===== src/rtl/tlsf_pkg.sv =====
// shared types, constants and the trigraph table of the trigraph and splice filter
`default_nettype none

package tlsf_pkg;

	localparam int LINE_BITS  = 24;
	localparam int CHAR_BITS  = 8;
	localparam int OUT_DATA_W = CHAR_BITS + LINE_BITS;
	localparam int Q_DEPTH    = 4;
	localparam int Q_AW       = $clog2(Q_DEPTH);

	localparam logic [LINE_BITS-1:0] LINE_ONE = LINE_BITS'(1);
	localparam logic [LINE_BITS-1:0] LINE_MAX = {LINE_BITS{1'b1}};

	localparam logic [CHAR_BITS-1:0] CH_NUL   = 8'h00;
	localparam logic [CHAR_BITS-1:0] CH_LF    = 8'h0A;
	localparam logic [CHAR_BITS-1:0] CH_CR    = 8'h0D;
	localparam logic [CHAR_BITS-1:0] CH_QMARK = 8'h3F;
	localparam logic [CHAR_BITS-1:0] CH_BSL   = 8'h5C;
	localparam logic [CHAR_BITS-1:0] CH_SLASH = 8'h2F;

	// one queued work record: up to three results, or a bare splice
	typedef struct packed {
		logic [1:0]                  cnt;
		logic [2:0][CHAR_BITS-1:0]   ch;
		logic                        splice;
		logic                        is_end;
	} tlsf_rec_t;

	typedef struct packed {
		logic                  hit;
		logic [CHAR_BITS-1:0]  ch;
	} tri_map_t;

	function automatic tri_map_t tri_map(input logic [CHAR_BITS-1:0] c);
		tri_map_t r;
		r.hit = 1'b1;
		case (c)
			8'h3D: r.ch = 8'h23; // = to #
			8'h27: r.ch = 8'h5E; // ' to ^
			8'h28: r.ch = 8'h5B; // ( to [
			8'h29: r.ch = 8'h5D; // ) to ]
			8'h21: r.ch = 8'h7C; // ! to |
			8'h3C: r.ch = 8'h7B; // < to {
			8'h3E: r.ch = 8'h7D; // > to }
			8'h2D: r.ch = 8'h7E; // - to ~
			default: begin
				r.hit = 1'b0;
				r.ch  = CH_NUL;
			end
		endcase
		return r;
	endfunction

endpackage

`default_nettype wire


===== src/rtl/tlsf_front.sv =====
// front end: holds lookahead state and turns each input item into a work record
`default_nettype none

module tlsf_front (
	input  wire logic                         clk,
	input  wire logic                         arst_n,
	input  wire logic                         s_tvalid,
	output logic                              s_tready,
	input  wire logic [tlsf_pkg::CHAR_BITS-1:0] s_tdata,
	input  wire logic                         s_tlast,
	input  wire logic                         cfg_we,
	input  wire logic                         cfg_wdata,
	input  wire logic                         q_full,
	output logic                              push,
	output tlsf_pkg::tlsf_rec_t               rec
);

	logic       trig_en_q;
	logic [1:0] hq_q, hq_d;
	logic       hb_q, hb_d;
	logic       hcr_q, hcr_d;

	logic       accept;
	logic [tlsf_pkg::CHAR_BITS-1:0] c;
	tlsf_pkg::tri_map_t tm;
	logic       p_bsl, p_q;
	logic       use_plain;
	logic [1:0] n;

	assign s_tready = !q_full;
	assign accept   = s_tvalid && s_tready;
	assign c        = s_tdata;
	assign tm       = tlsf_pkg::tri_map(c);

	// what an idle front would do with c
	assign p_bsl = (c == tlsf_pkg::CH_BSL);
	assign p_q   = (c == tlsf_pkg::CH_QMARK) && trig_en_q;

	always_comb begin
		rec       = '0;
		hq_d      = hq_q;
		hb_d      = hb_q;
		hcr_d     = hcr_q;
		use_plain = 1'b0;
		n         = 2'd0;
		if (s_tlast) begin
			hq_d  = 2'd0;
			hb_d  = 1'b0;
			hcr_d = 1'b0;
			rec.is_end = 1'b1;
			if (hb_q) begin
				rec.ch[0] = tlsf_pkg::CH_BSL;
				if (hcr_q) begin
					rec.ch[1] = tlsf_pkg::CH_CR;
					n = 2'd2;
				end else begin
					n = 2'd1;
				end
			end else if (hq_q[1]) begin
				rec.ch[0] = tlsf_pkg::CH_QMARK;
				rec.ch[1] = tlsf_pkg::CH_QMARK;
				n = 2'd2;
			end else if (hq_q[0]) begin
				rec.ch[0] = tlsf_pkg::CH_QMARK;
				n = 2'd1;
			end
			// end result sits in the slot after the flushed chars, char zero
			rec.cnt = n + 2'd1;
		end else begin
			if (hb_q) begin
				if (hcr_q) begin
					hb_d  = 1'b0;
					hcr_d = 1'b0;
					if (c == tlsf_pkg::CH_LF) begin
						rec.splice = 1'b1;
					end else begin
						rec.ch[0] = tlsf_pkg::CH_BSL;
						rec.ch[1] = tlsf_pkg::CH_CR;
						n = 2'd2;
						use_plain = 1'b1;
					end
				end else if (c == tlsf_pkg::CH_LF) begin
					hb_d = 1'b0;
					rec.splice = 1'b1;
				end else if (c == tlsf_pkg::CH_CR) begin
					hcr_d = 1'b1;
				end else begin
					hb_d = 1'b0;
					rec.ch[0] = tlsf_pkg::CH_BSL;
					n = 2'd1;
					use_plain = 1'b1;
				end
			end else if (hq_q[1]) begin
				hq_d = 2'd0;
				if (tm.hit) begin
					rec.ch[0] = tm.ch;
					n = 2'd1;
				end else if (c == tlsf_pkg::CH_SLASH) begin
					hb_d = 1'b1;
				end else if (p_q) begin
					// run of question marks: one leaves, the last two stay held
					rec.ch[0] = tlsf_pkg::CH_QMARK;
					n = 2'd1;
					hq_d = 2'd2;
				end else begin
					rec.ch[0] = tlsf_pkg::CH_QMARK;
					rec.ch[1] = tlsf_pkg::CH_QMARK;
					n = 2'd2;
					use_plain = 1'b1;
				end
			end else if (hq_q[0]) begin
				if (c == tlsf_pkg::CH_QMARK) begin
					hq_d = 2'd2;
				end else begin
					hq_d = 2'd0;
					rec.ch[0] = tlsf_pkg::CH_QMARK;
					n = 2'd1;
					use_plain = 1'b1;
				end
			end else begin
				use_plain = 1'b1;
			end
			rec.cnt = n;
			if (use_plain) begin
				if (p_bsl) begin
					hb_d = 1'b1;
				end else if (p_q) begin
					hq_d = 2'd1;
				end else begin
					rec.ch[n] = c;
					rec.cnt   = n + 2'd1;
				end
			end
		end
	end

	// items that only change the held state need no record
	assign push = accept && ((rec.cnt != 2'd0) || rec.splice);

	always_ff @(posedge clk or negedge arst_n) begin
		if (!arst_n) begin
			trig_en_q <= 1'b1;
		end else if (cfg_we) begin
			trig_en_q <= cfg_wdata;
		end
	end

	always_ff @(posedge clk or negedge arst_n) begin
		if (!arst_n) begin
			hq_q  <= 2'd0;
			hb_q  <= 1'b0;
			hcr_q <= 1'b0;
		end else if (accept) begin
			hq_q  <= hq_d;
			hb_q  <= hb_d;
			hcr_q <= hcr_d;
		end
	end

endmodule

`default_nettype wire


===== src/rtl/tlsf_queue.sv =====
// short record queue between front and back
`default_nettype none

module tlsf_queue (
	input  wire logic                clk,
	input  wire logic                arst_n,
	input  wire logic                push,
	input  wire tlsf_pkg::tlsf_rec_t push_rec,
	input  wire logic                pop,
	output logic                     full,
	output logic                     not_empty,
	output tlsf_pkg::tlsf_rec_t      head
);

	tlsf_pkg::tlsf_rec_t entries_q [tlsf_pkg::Q_DEPTH];
	logic [tlsf_pkg::Q_AW-1:0] wr_ptr_q, rd_ptr_q;
	logic [tlsf_pkg::Q_AW:0]   count_q;
	logic                      do_pop;

	assign full      = (count_q == (tlsf_pkg::Q_AW+1)'(tlsf_pkg::Q_DEPTH));
	assign not_empty = (count_q != '0);
	assign head      = entries_q[rd_ptr_q];
	assign do_pop    = pop && not_empty;

	always_ff @(posedge clk) begin
		if (push) begin
			entries_q[wr_ptr_q] <= push_rec;
		end
	end

	always_ff @(posedge clk or negedge arst_n) begin
		if (!arst_n) begin
			wr_ptr_q <= '0;
			rd_ptr_q <= '0;
			count_q  <= '0;
		end else begin
			if (push) begin
				wr_ptr_q <= wr_ptr_q + 1'b1;
			end
			if (do_pop) begin
				rd_ptr_q <= rd_ptr_q + 1'b1;
			end
			if (push && !do_pop) begin
				count_q <= count_q + 1'b1;
			end else if (do_pop && !push) begin
				count_q <= count_q - 1'b1;
			end
		end
	end

endmodule

`default_nettype wire


===== src/rtl/tlsf_back.sv =====
// back end: plays out queued records one result per cycle while the output is not stalled and keeps the line count
`default_nettype none

module tlsf_back (
	input  wire logic                            clk,
	input  wire logic                            arst_n,
	input  wire logic                            q_not_empty,
	input  wire tlsf_pkg::tlsf_rec_t             head,
	output logic                                 pop,
	output logic                                 m_tvalid,
	input  wire logic                            m_tready,
	output logic [tlsf_pkg::OUT_DATA_W-1:0]      m_tdata,
	output logic [1:0]                           m_tuser,
	output logic                                 m_tlast
);

	logic [tlsf_pkg::LINE_BITS-1:0] line_q, line_inc, line_out;
	logic [tlsf_pkg::CHAR_BITS-1:0] last_char_q, cur_ch;
	logic [1:0] idx_q;
	logic       out_valid_q;
	logic [tlsf_pkg::CHAR_BITS-1:0] out_char_q;
	logic [tlsf_pkg::LINE_BITS-1:0] out_line_q;
	logic       out_end_q, out_nfn_q, out_last_q;

	logic out_free, bare_splice, emit, last_slot, cur_end, cur_lf;

	assign out_free    = !out_valid_q || m_tready;
	assign bare_splice = q_not_empty && (head.cnt == 2'd0);
	assign emit        = q_not_empty && (head.cnt != 2'd0) && out_free;
	assign last_slot   = (idx_q == (head.cnt - 2'd1));
	assign cur_ch      = head.ch[idx_q];
	assign cur_end     = head.is_end && last_slot;
	assign cur_lf      = !cur_end && (cur_ch == tlsf_pkg::CH_LF);
	assign line_inc    = (line_q == tlsf_pkg::LINE_MAX) ? line_q : line_q + 1'b1;
	assign line_out    = cur_lf ? line_inc : line_q;
	assign pop         = bare_splice || (emit && last_slot);

	always_ff @(posedge clk or negedge arst_n) begin
		if (!arst_n) begin
			line_q      <= tlsf_pkg::LINE_ONE;
			last_char_q <= tlsf_pkg::CH_NUL;
			idx_q       <= 2'd0;
			out_valid_q <= 1'b0;
		end else begin
			if (bare_splice) begin
				line_q <= line_inc;
			end else if (emit) begin
				idx_q <= last_slot ? 2'd0 : idx_q + 2'd1;
				if (cur_end) begin
					line_q <= tlsf_pkg::LINE_ONE;
				end else begin
					line_q      <= line_out;
					last_char_q <= cur_ch;
				end
			end
			if (emit) begin
				out_valid_q <= 1'b1;
			end else if (m_tready) begin
				out_valid_q <= 1'b0;
			end
		end
	end

	always_ff @(posedge clk) begin
		if (emit) begin
			out_char_q <= cur_end ? tlsf_pkg::CH_NUL : cur_ch;
			out_line_q <= line_out;
			out_end_q  <= cur_end;
			out_nfn_q  <= cur_end && (last_char_q != tlsf_pkg::CH_LF);
			out_last_q <= last_slot;
		end
	end

	assign m_tvalid = out_valid_q;
	assign m_tdata  = {out_line_q, out_char_q};
	assign m_tuser  = {out_nfn_q, out_end_q};
	assign m_tlast  = out_last_q;

endmodule

`default_nettype wire


===== src/rtl/trigraph_line_splice_filter_unit.sv =====
// top level of the trigraph and line splice filter
`default_nettype none

// Takes one source byte per item (tlast marks the end of file) and gives
// translated characters with their line number. The front classifies each
// item in the cycle it is accepted, so input runs at one item per cycle as
// long as the four-record queue has room. The back plays out one result per
// cycle while m_tready allows, from a registered output stage; an item gives
// up to three results (a broken splice, an unmatched pair of question marks
// or an end-of-file flush), and a line splice is a record with no result.
// Items that only update the held lookahead push no record. Sustained rate
// is one item per cycle with m_tready high if items average at most one
// result (a splice as one). Trigraph translation is on after reset. The user
// sets it by cfg_we with cfg_wdata while the unit is idle; it is not enforced.
module trigraph_line_splice_filter_unit (
	input  wire logic                            clk,
	input  wire logic                            arst_n,
	input  wire logic                            cfg_we,
	input  wire logic                            cfg_wdata,   // trigraph_enable
	input  wire logic                            s_tvalid,
	output logic                                 s_tready,
	input  wire logic [tlsf_pkg::CHAR_BITS-1:0]  s_tdata,     // in_byte
	input  wire logic                            s_tlast,     // end_of_input
	output logic                                 m_tvalid,
	input  wire logic                            m_tready,
	output logic [tlsf_pkg::OUT_DATA_W-1:0]      m_tdata,     // out_char, line_count
	output logic [1:0]                           m_tuser,     // is_end, no_final_newline
	output logic                                 m_tlast      // last
);

	logic                q_full, q_not_empty, push, pop;
	tlsf_pkg::tlsf_rec_t push_rec, head;

	tlsf_front u_front (
		.clk       (clk),
		.arst_n    (arst_n),
		.s_tvalid  (s_tvalid),
		.s_tready  (s_tready),
		.s_tdata   (s_tdata),
		.s_tlast   (s_tlast),
		.cfg_we    (cfg_we),
		.cfg_wdata (cfg_wdata),
		.q_full    (q_full),
		.push      (push),
		.rec       (push_rec)
	);

	tlsf_queue u_queue (
		.clk       (clk),
		.arst_n    (arst_n),
		.push      (push),
		.push_rec  (push_rec),
		.pop       (pop),
		.full      (q_full),
		.not_empty (q_not_empty),
		.head      (head)
	);

	tlsf_back u_back (
		.clk         (clk),
		.arst_n      (arst_n),
		.q_not_empty (q_not_empty),
		.head        (head),
		.pop         (pop),
		.m_tvalid    (m_tvalid),
		.m_tready    (m_tready),
		.m_tdata     (m_tdata),
		.m_tuser     (m_tuser),
		.m_tlast     (m_tlast)
	);

endmodule

`default_nettype wire


===== config.mk =====
export PLATFORM = sky130hd
export DESIGN_NAME = trigraph_line_splice_filter_unit
export DESIGN_NICKNAME = d
export VERILOG_FILES = /design/src/rtl/tlsf_pkg.sv /design/src/rtl/tlsf_front.sv /design/src/rtl/tlsf_queue.sv /design/src/rtl/tlsf_back.sv /design/src/rtl/trigraph_line_splice_filter_unit.sv
export SDC_FILE = /design/constraint.sdc
export NUM_CORES = 1
export LEC_CHECK = 0
export BUFFER_PORTS_ARGS = -buffer_cell sky130_fd_sc_hd__buf_2
export CORE_UTILIZATION = 45
export DETAILED_ROUTE_END_ITERATION = 12
export PLACE_DENSITY = 0.59
export SLEW_MARGIN = 10
export SYNTH_ARGS = -nofsm -noshare
export SYNTH_HDL_FRONTEND = slang
export SYNTH_SLANG_ARGS = --single-unit

===== constraint.sdc =====
create_clock -name clk -period 4.3 [get_ports clk]
set_clock_uncertainty 0.2 [all_clocks]
set_input_delay 0.86 -clock clk [delete_from_list [all_inputs] [get_ports clk]]
set_output_delay 0.86 -clock clk [all_outputs]
set_load 0.05 [all_outputs]

==> results of run 1 <==
power groups by stage:
stage	sequential (mW)	combinational (mW)	clock, mW
floorplan	3.34	1.55	0
global placement	2.86	2.70	0
detailed placement	2.89	2.74	0
CTS	2.85	2.74	1.59
global route	2.91	2.94	1.65
finish	2.85	2.70	1.56
layout make-up:
type / instances / area, um^2
tap: 265 / 331.6
inverter: 25 / 93.84
clock buffer: 17 / 425.4
fill: 1633 / 9051
clock inverter: 15 / 166.4
timing repair buffer: 100 / 673.1
multi-input combinational: 450 / 3248
sequential: 190 / 5473
layer usage:
layer,part of all wire,vias up
met1,0.46,2928
met4,0.018,0
met2,0.48,136
met3,0.040,30
li1,-,2807
met5,0,-
cell families (layout without fill, tap and decap cells):
group | count (synthesis) | count (layout)
AO/OA/AOI/OAI | 142 | 142
XOR/XNOR | 31 | 31
adder cells (fa/ha/maj) | 11 | 11
buffers and inverters | 57 | 157
flip-flops | 190 | 190
multiplexers | 40 | 40
AND/OR/NAND/NOR | 226 | 226
state kept, by name, summed over array words and instances, names as in the netlist:
| register | count |
|---|---|
| u_queue.wr_ptr_q | 2 |
| u_back.out_nfn_q | 1 |
| u_back.out_line_q | 24 |
| u_back.last_char_q | 8 |
| u_back.line_q | 24 |
| u_back.out_end_q | 1 |
| u_back.out_char_q | 8 |
| u_back.m_tvalid | 1 |
| u_front.hb_q | 1 |
| u_front.trig_en_q | 1 |
| u_front.hq_q | 2 |
| u_queue.rd_ptr_q | 2 |
| u_front.hcr_q | 1 |
| u_back.idx_q | 2 |
| u_back.m_tlast | 1 |
| u_queue.count_q | 3 |
| u_queue.entries_q | 108 |
synth_stat cells, drive strengths merged, types with 8 or more instances:
library cell	count	area (um^2)
edfxtp	143	4294
nand2	60	225.2
nor2	56	210.2
dfrtp	45	1126
o21ai	41	205.2
a21oi	33	165.2
mux4	27	623.1
nand3	24	132.6
inv	23	86.33
xor2	22	192.7
clkbuf	21	78.83
and2	17	106.4
a31oi	14	102.6
nor3	12	60.06
buf	11	85.08
ha	10	125.1
or3	10	62.56
mux2i	9	90.09
xnor2	9	78.83
and3	8	50.05
worst max-delay path: stages (launching register included):
cell,delay (ns)
dfrtp_1,0.42
mux4_1,0.66
inv_1,0.10
ha_1,0.23
xor2_1,0.15
nand2_1,0.14
inv_1,0.08
nand2_1,0.18
inv_1,0.26
nor2_1,0.28
nand3_4,0.28
o21a_4,0.40
or4_1,0.50
nand2_1,0.08
path summary, 6_finish.rpt:
path | startpoint | endpoint | slack (ns) | depth (start not counted)
max reg2reg | u_queue.rd_ptr_q[0] | u_back.line_q[8] | 0.25 | 13
max in group asynchronous | arst_n | u_back.line_q[0] | 2.96 | 2
min in group clk | u_back.last_char_q[3] | u_back.last_char_q[3] | 0.29 | 2
min | arst_n | u_back.line_q[7] | 0.14 | 1
min reg2reg | u_back.last_char_q[3] | u_back.last_char_q[3] | 0.29 | 2
max | u_queue.rd_ptr_q[0] | u_back.line_q[8] | 0.25 | 13
through the flow:
step | hold slack (ns) | TNS (ns)
floorplan | 0.2413 | 0
global placement | 0.2576 | -0.06376
detailed placement | 0.2691 | -0.1820
CTS | 0.1268 | 0
global route | 0.1517 | 0
finish | 0.1395 | 0
==> results.sh, run 1 <==
export IMPL_critPathLaunchType="flop"
export IMPL_cts_root_buffer="clkbuf_16"
export IMPL_postPlaceCellArea_um2=9816
export IMPL_synth_top_flop_cell="edfxtp_1"
export IMPL_final_common_cell="edfxtp_1"
export IMPL_die_height_um=143.1
export IMPL_core_um2=19460
export IMPL_p_seq_frac=0.401
export IMPL_status="finished clean"
export IMPL_wl_per_cell_um=18.08
export IMPL_track_usage=0.2036
export IMPL_gp_congestion=0.8319
export IMPL_path_class="flop to flop"
export IMPL_met1_usage=0.2680
export IMPL_setup_viol=0
export IMPL_netSwitchingFraction=0.3887
export IMPL_ir_drop_mv=0.3697
export IMPL_p_comb_frac=0.380
export IMPL_met3_usage=0.03286
export IMPL_clkLatencyLatePin_ns=0.43
export IMPL_fmax_ghz=0.2472
export IMPL_cts_hold_fix_buffers=0
export IMPL_p_leak_nw=4.038
export IMPL_clockPowerShare=0.219
export IMPL_ys_seq_area_frac=0.6106
export IMPL_dp_hpwl_um=13510
export IMPL_ioPinCount=52
export IMPL_worstPathMaxFanout=27
export IMPL_rows=51
export IMPL_synth_edff_count=143
export IMPL_post_cts_buffers=0
export IMPL_slew_viol_final=0
export IMPL_yosys_warnings=0
export IMPL_wl_um=19200
export IMPL_cp_required_ns=4.47
export IMPL_start_util=0.4605
export IMPL_ys_ff_latch=190
export IMPL_cts_sinks=190
export IMPL_ant_nets=0
export IMPL_grt_pass1_vias=5911
export IMPL_ctsResizeCount=0
export IMPL_synth_fa_ha_area_frac=0.01619
export IMPL_setup_slack_ns=0.2547
export IMPL_grt_remaining_overflow=0
export IMPL_synth_top_family_by_area="simple AND/OR/NAND/NOR gates"
export IMPL_synth_xor_area_share=0.03029
export IMPL_switchingPower_mw=2.764
export IMPL_synth_compound_area_share=0.1030
export IMPL_num_vias=5901
export IMPL_mostFrequentLayoutCells="143 x edfxtp_1, 60 x nand2_1, 56 x nor2_1, 51 x buf_2"
export IMPL_cts_tree="yes"
export IMPL_cts_htree_levels=4
export IMPL_synth_cell_types=73
export IMPL_slew_headroom=0.4221
export IMPL_power_density_nw_per_um2=683.0
export IMPL_p_int_mw=4.347
export IMPL_rsz0062_at_grt="false"
export IMPL_final_area_um2=10410
export IMPL_final_layout_size_suffix_gt1_frac=0.2196
export IMPL_use_met2=0.3371
export IMPL_cts_buffers=17
export IMPL_syn2layout_area_growth_pct=16.17
export IMPL_finalCritPeriodShare=0.9408
export IMPL_diodes=0
export IMPL_final_cells=1062
export IMPL_worstPathArrival_ns=4.21
export IMPL_synthSimpleGateAreaFrac=0.1265
export IMPL_p_total_mw=7.111
export IMPL_worstMarginPinSlew_ns=0.8651
export IMPL_async_flop_share=0.2474
export IMPL_die_w_um=143.1
export IMPL_final_core_util=0.5349
export IMPL_post_place_ws_ns=-0.1030
export IMPL_die_area_um2=20480
export IMPL_syn_inst=697
export IMPL_grt_busiest_layer="met2"
export IMPL_clk_pin_slew_ns=0.07
export IMPL_vias_per_cell=5.556
export IMPL_grt_max_degree=40
export IMPL_min_path_type="primary input to asynchronous set/reset pin"
export IMPL_fin_nets=810
export IMPL_grt_pass1_wl_um=31160
export IMPL_first_iter_violations=407
export IMPL_endpoint_kind="flop"
export IMPL_maxCapViolations=0
export IMPL_post_route_drc_count=0
export IMPL_synth_nets=723
export IMPL_dp_cells=1030
export IMPL_portBuffers=51
export IMPL_synth_area_um2=8962
export IMPL_muxShareOfSynthArea=0.08460
export IMPL_syn_mean_instance_area_um2=12.86
export IMPL_dr_pass1_iters=7
export IMPL_antenna_found_initial=0
export IMPL_clk_path_buf_depth=2
export IMPL_fin_crit_ns=4.045
export IMPL_hold_viol=0
Power figures use the tool's default switching activity.
==> inputs of run 2 (changes only) <==
--- a/config.mk
+++ b/config.mk
@@ -5,6 +5,7 @@
 export SDC_FILE = /design/constraint.sdc
 export NUM_CORES = 1
 export LEC_CHECK = 0
+export ABC_AREA = 1
 export BUFFER_PORTS_ARGS = -buffer_cell sky130_fd_sc_hd__buf_2
 export CORE_UTILIZATION = 45
 export DETAILED_ROUTE_END_ITERATION = 12
==> results.sh, run 2 <==
export IMPL_max_stage_delay_ns=0.37
export IMPL_regMostFlops="u_queue.entries_q"
export IMPL_cp_required_ns=4.42
export IMPL_p_leak_nw=4.531
export IMPL_clkLatencyLatePin_ns=0.44
export IMPL_grt_pass1_wl_um=38080
export IMPL_status="finished clean"
export IMPL_synth_common_cells="212 x nand2_1, 143 x edfxtp_1, 141 x nor2_1"
export IMPL_grt_remaining_overflow=0
export IMPL_rows=53
export IMPL_reg_top3="u_queue.entries_q: 108 flops, u_back.line_q: 24 flops, u_back.out_line_q: 24 flops"
export IMPL_post_cts_buffers=0
export IMPL_synth_edff_count=143
export IMPL_mostFrequentLayoutCells="212 x nand2_1, 143 x edfxtp_1, 136 x nor2_1, 107 x inv_1, 70 x nand3_1"
export IMPL_cts_buffers=17
export IMPL_async_flop_share=0.2474
export IMPL_hold_viol=0
export IMPL_cts_root_buffer="clkbuf_16"
export IMPL_clk_pin_slew_ns=0.08
export IMPL_holdWs_ns=0.2895
export IMPL_gp_congestion=0.9637
export IMPL_yosysMostFrequentCell="nand2_1"
export IMPL_syn2layout_area_growth_pct=12.87
export IMPL_crit_path_frequent_cell="inv_1"
export IMPL_syn_inst=1058
export IMPL_yosys_warnings=0
export IMPL_synth_cell_types=45
export IMPL_wl_per_cell_um=16.99
export IMPL_dp_hpwl_um=16540
export IMPL_ys_ff_latch=190
export IMPL_fin_nets=1145
export IMPL_wl_um=23900
export IMPL_setup_viol=0
export IMPL_portBuffers=51
export IMPL_critPathLaunchType="primary input"
export IMPL_p_total_mw=8.516
export IMPL_r2r_start="u_queue.rd_ptr_q[0]"
export IMPL_endpoint_kind="flop"
export IMPL_cpMaxStageDelayCell="fa_1"
export IMPL_track_usage=0.2255
export IMPL_die_w_um=149.1
export IMPL_cp_startpoint="s_tdata[7]"
export IMPL_grt_max_degree=51
export IMPL_cts_tree="yes"
export IMPL_worstPathArrival_ns=3.87
export IMPL_nFillCells=1973
export IMPL_ir_drop_mv=0.4071
export IMPL_cts_sinks=190
export IMPL_cts_hold_fix_buffers=0
export IMPL_dr_pass1_iters=5
export IMPL_synth_top_flop_cell="edfxtp_1"
export IMPL_post_route_drc_count=0
export IMPL_synth_top_area_frac=0.4407
export IMPL_die_area_um2=22240
export IMPL_antenna_found_initial=0
export IMPL_first_iter_violations=600
export IMPL_vias_per_cell=5.314
export IMPL_diodes=0
export IMPL_ys_seq_area_frac=0.5617
export IMPL_syn_mean_instance_area_um2=9.209
export IMPL_final_core_util=0.5198
export IMPL_core_um2=21150
export IMPL_largest_reg_flops=108
export IMPL_power_density_nw_per_um2=774.4
export IMPL_finalCritPeriodShare=0.8741
export IMPL_ioPinCount=52
export IMPL_die_height_um=149.1
export IMPL_worstMarginPinSlew_ns=0.9253
export IMPL_num_vias=7477
export IMPL_min_path_type="flop to flop"
export IMPL_slew_headroom=0.3831
export IMPL_path_class="primary input to flop"
export IMPL_slew_viol_final=0
export IMPL_fmax_ghz=0.2661
export IMPL_hold_path_startpoint="u_back.last_char_q[3]"
export IMPL_synth_area_um2=9743
export IMPL_setup_tns_ns=0
export IMPL_maxCapViolations=0
export IMPL_cts_htree_levels=4
export IMPL_start_util=0.4606
export IMPL_fin_crit_ns=3.759
export IMPL_synth_nets=1084
export IMPL_ctsResizeCount=0
export IMPL_synthTopCellsByArea="edfxtp_1 44%, dfrtp_1 12%, nand2_1 8.2%"
export IMPL_clk_path_buf_depth=2
export IMPL_final_layout_size_suffix_gt1_frac=0.1413
export IMPL_grt_pass1_vias=7040
export IMPL_rsz0062_at_grt="false"
export IMPL_worstPathMaxFanout=8
export IMPL_final_common_cell="nand2_1"
export IMPL_ant_nets=0
export IMPL_crit_chain="buf_2 -> inv_1 -> nand2_2 -> nor2_2 -> nand3_1 -> nand2_1 -> inv_1 -> nand4_2 -> nand2_1 -> inv_1 -> ha_1 -> nand3_1 -> nand3_1 -> nand2_1 -> inv_1 -> nand3_2 -> nand2_2 -> inv_1 -> ha_1 -> inv_1 -> fa_1 -> a21oi_1 -> o21ai_0 -> xor2_1"
export IMPL_yosysTopAreaCell="edfxtp_1"
## run 2: cell types whose count changed in the layout (fill, tap and decap cells not counted), moves of 23 or more
cell	before	now
nand2_1	60	212
nand3_1	23	70
inv_1	23	107
nor2_1	56	136
mux4_2	23	0
o21ai_0	38	62
## run 2: layout make-up
type / instances / area, um^2 / area share
flip-flops and latches: 190 / 5473 / 0.4977
multi-input cells: 716 / 3631 / 0.3302
repair buffers: 79 / 515.5 / 0.04688
inverters: 115 / 431.7 / 0.03925
clock buffers: 17 / 425.4 / 0.03868
well taps: 275 / 344.1 / 0.03129
clock inverters: 15 / 176.4 / 0.01604
## run 2: cells by family (layout without fill, tap and decap cells)
logic type	count (synthesis)	count (layout)	share of synthesized area
AO/OA/AOI/OAI	177	177	0.1098
XOR/XNOR	25	25	0.02247
flip-flops	190	190	0.5617
buffers and inverters	152	226	0.06691
AND/OR/NAND/NOR	502	502	0.2231
multiplexers	1	1	0.001156
adder cells (fa/ha/maj)	11	11	0.01490
## run 2: where the power goes
part           switching (mW)  internal (mW)  leakage (nW)
Sequential              0.233           2.67          1.94
Combinational            2.90           1.11          2.31
Clock                   0.768          0.832         0.284
## run 2: through the flow
step	area [um^2]	instances	setup slack [ns]
finish	11000	1407	0.5414
global placement	10400	1375	0.1937
global route	11000	1407	0.1857
CTS	11000	1407	0.5590
detailed placement	10400	1375	0.08800
floorplan	9743	1058	-0.009523
## run 2: path summary, 6_finish.rpt
kind / endpoint / slack (ns) / cells after the start
setup reg to reg: u_back.out_line_q[18] / 0.66 / 13
hold reg to reg: u_back.last_char_q[3] / 0.29 / 2
min in group asynchronous: u_back.last_char_q[7] / 0.35 / 1
max in group asynchronous: u_back.line_q[21] / 2.80 / 2
setup / recovery: u_queue.count_q[2] / 0.54 / 24
hold / removal: u_back.last_char_q[3] / 0.29 / 2
## run 2: worst max-delay path: cells and delay by family
kind / cells / cell delay (ns)
buf+inv: 7 / 0.57
xor+xnor: 1 / 0.16
fa+ha+maj: 3 / 0.72
simple gates: 11 / 1.31
compound gates: 2 / 0.24
## run 2: metal layers
layer	track usage	vias up	share of wire
met5	0	-	0
li1	-	3702	-
met2	0.3502	219	0.46
met4	0.06429	0	0.012
met3	0.03639	25	0.046
met1	0.3253	3531	0.49
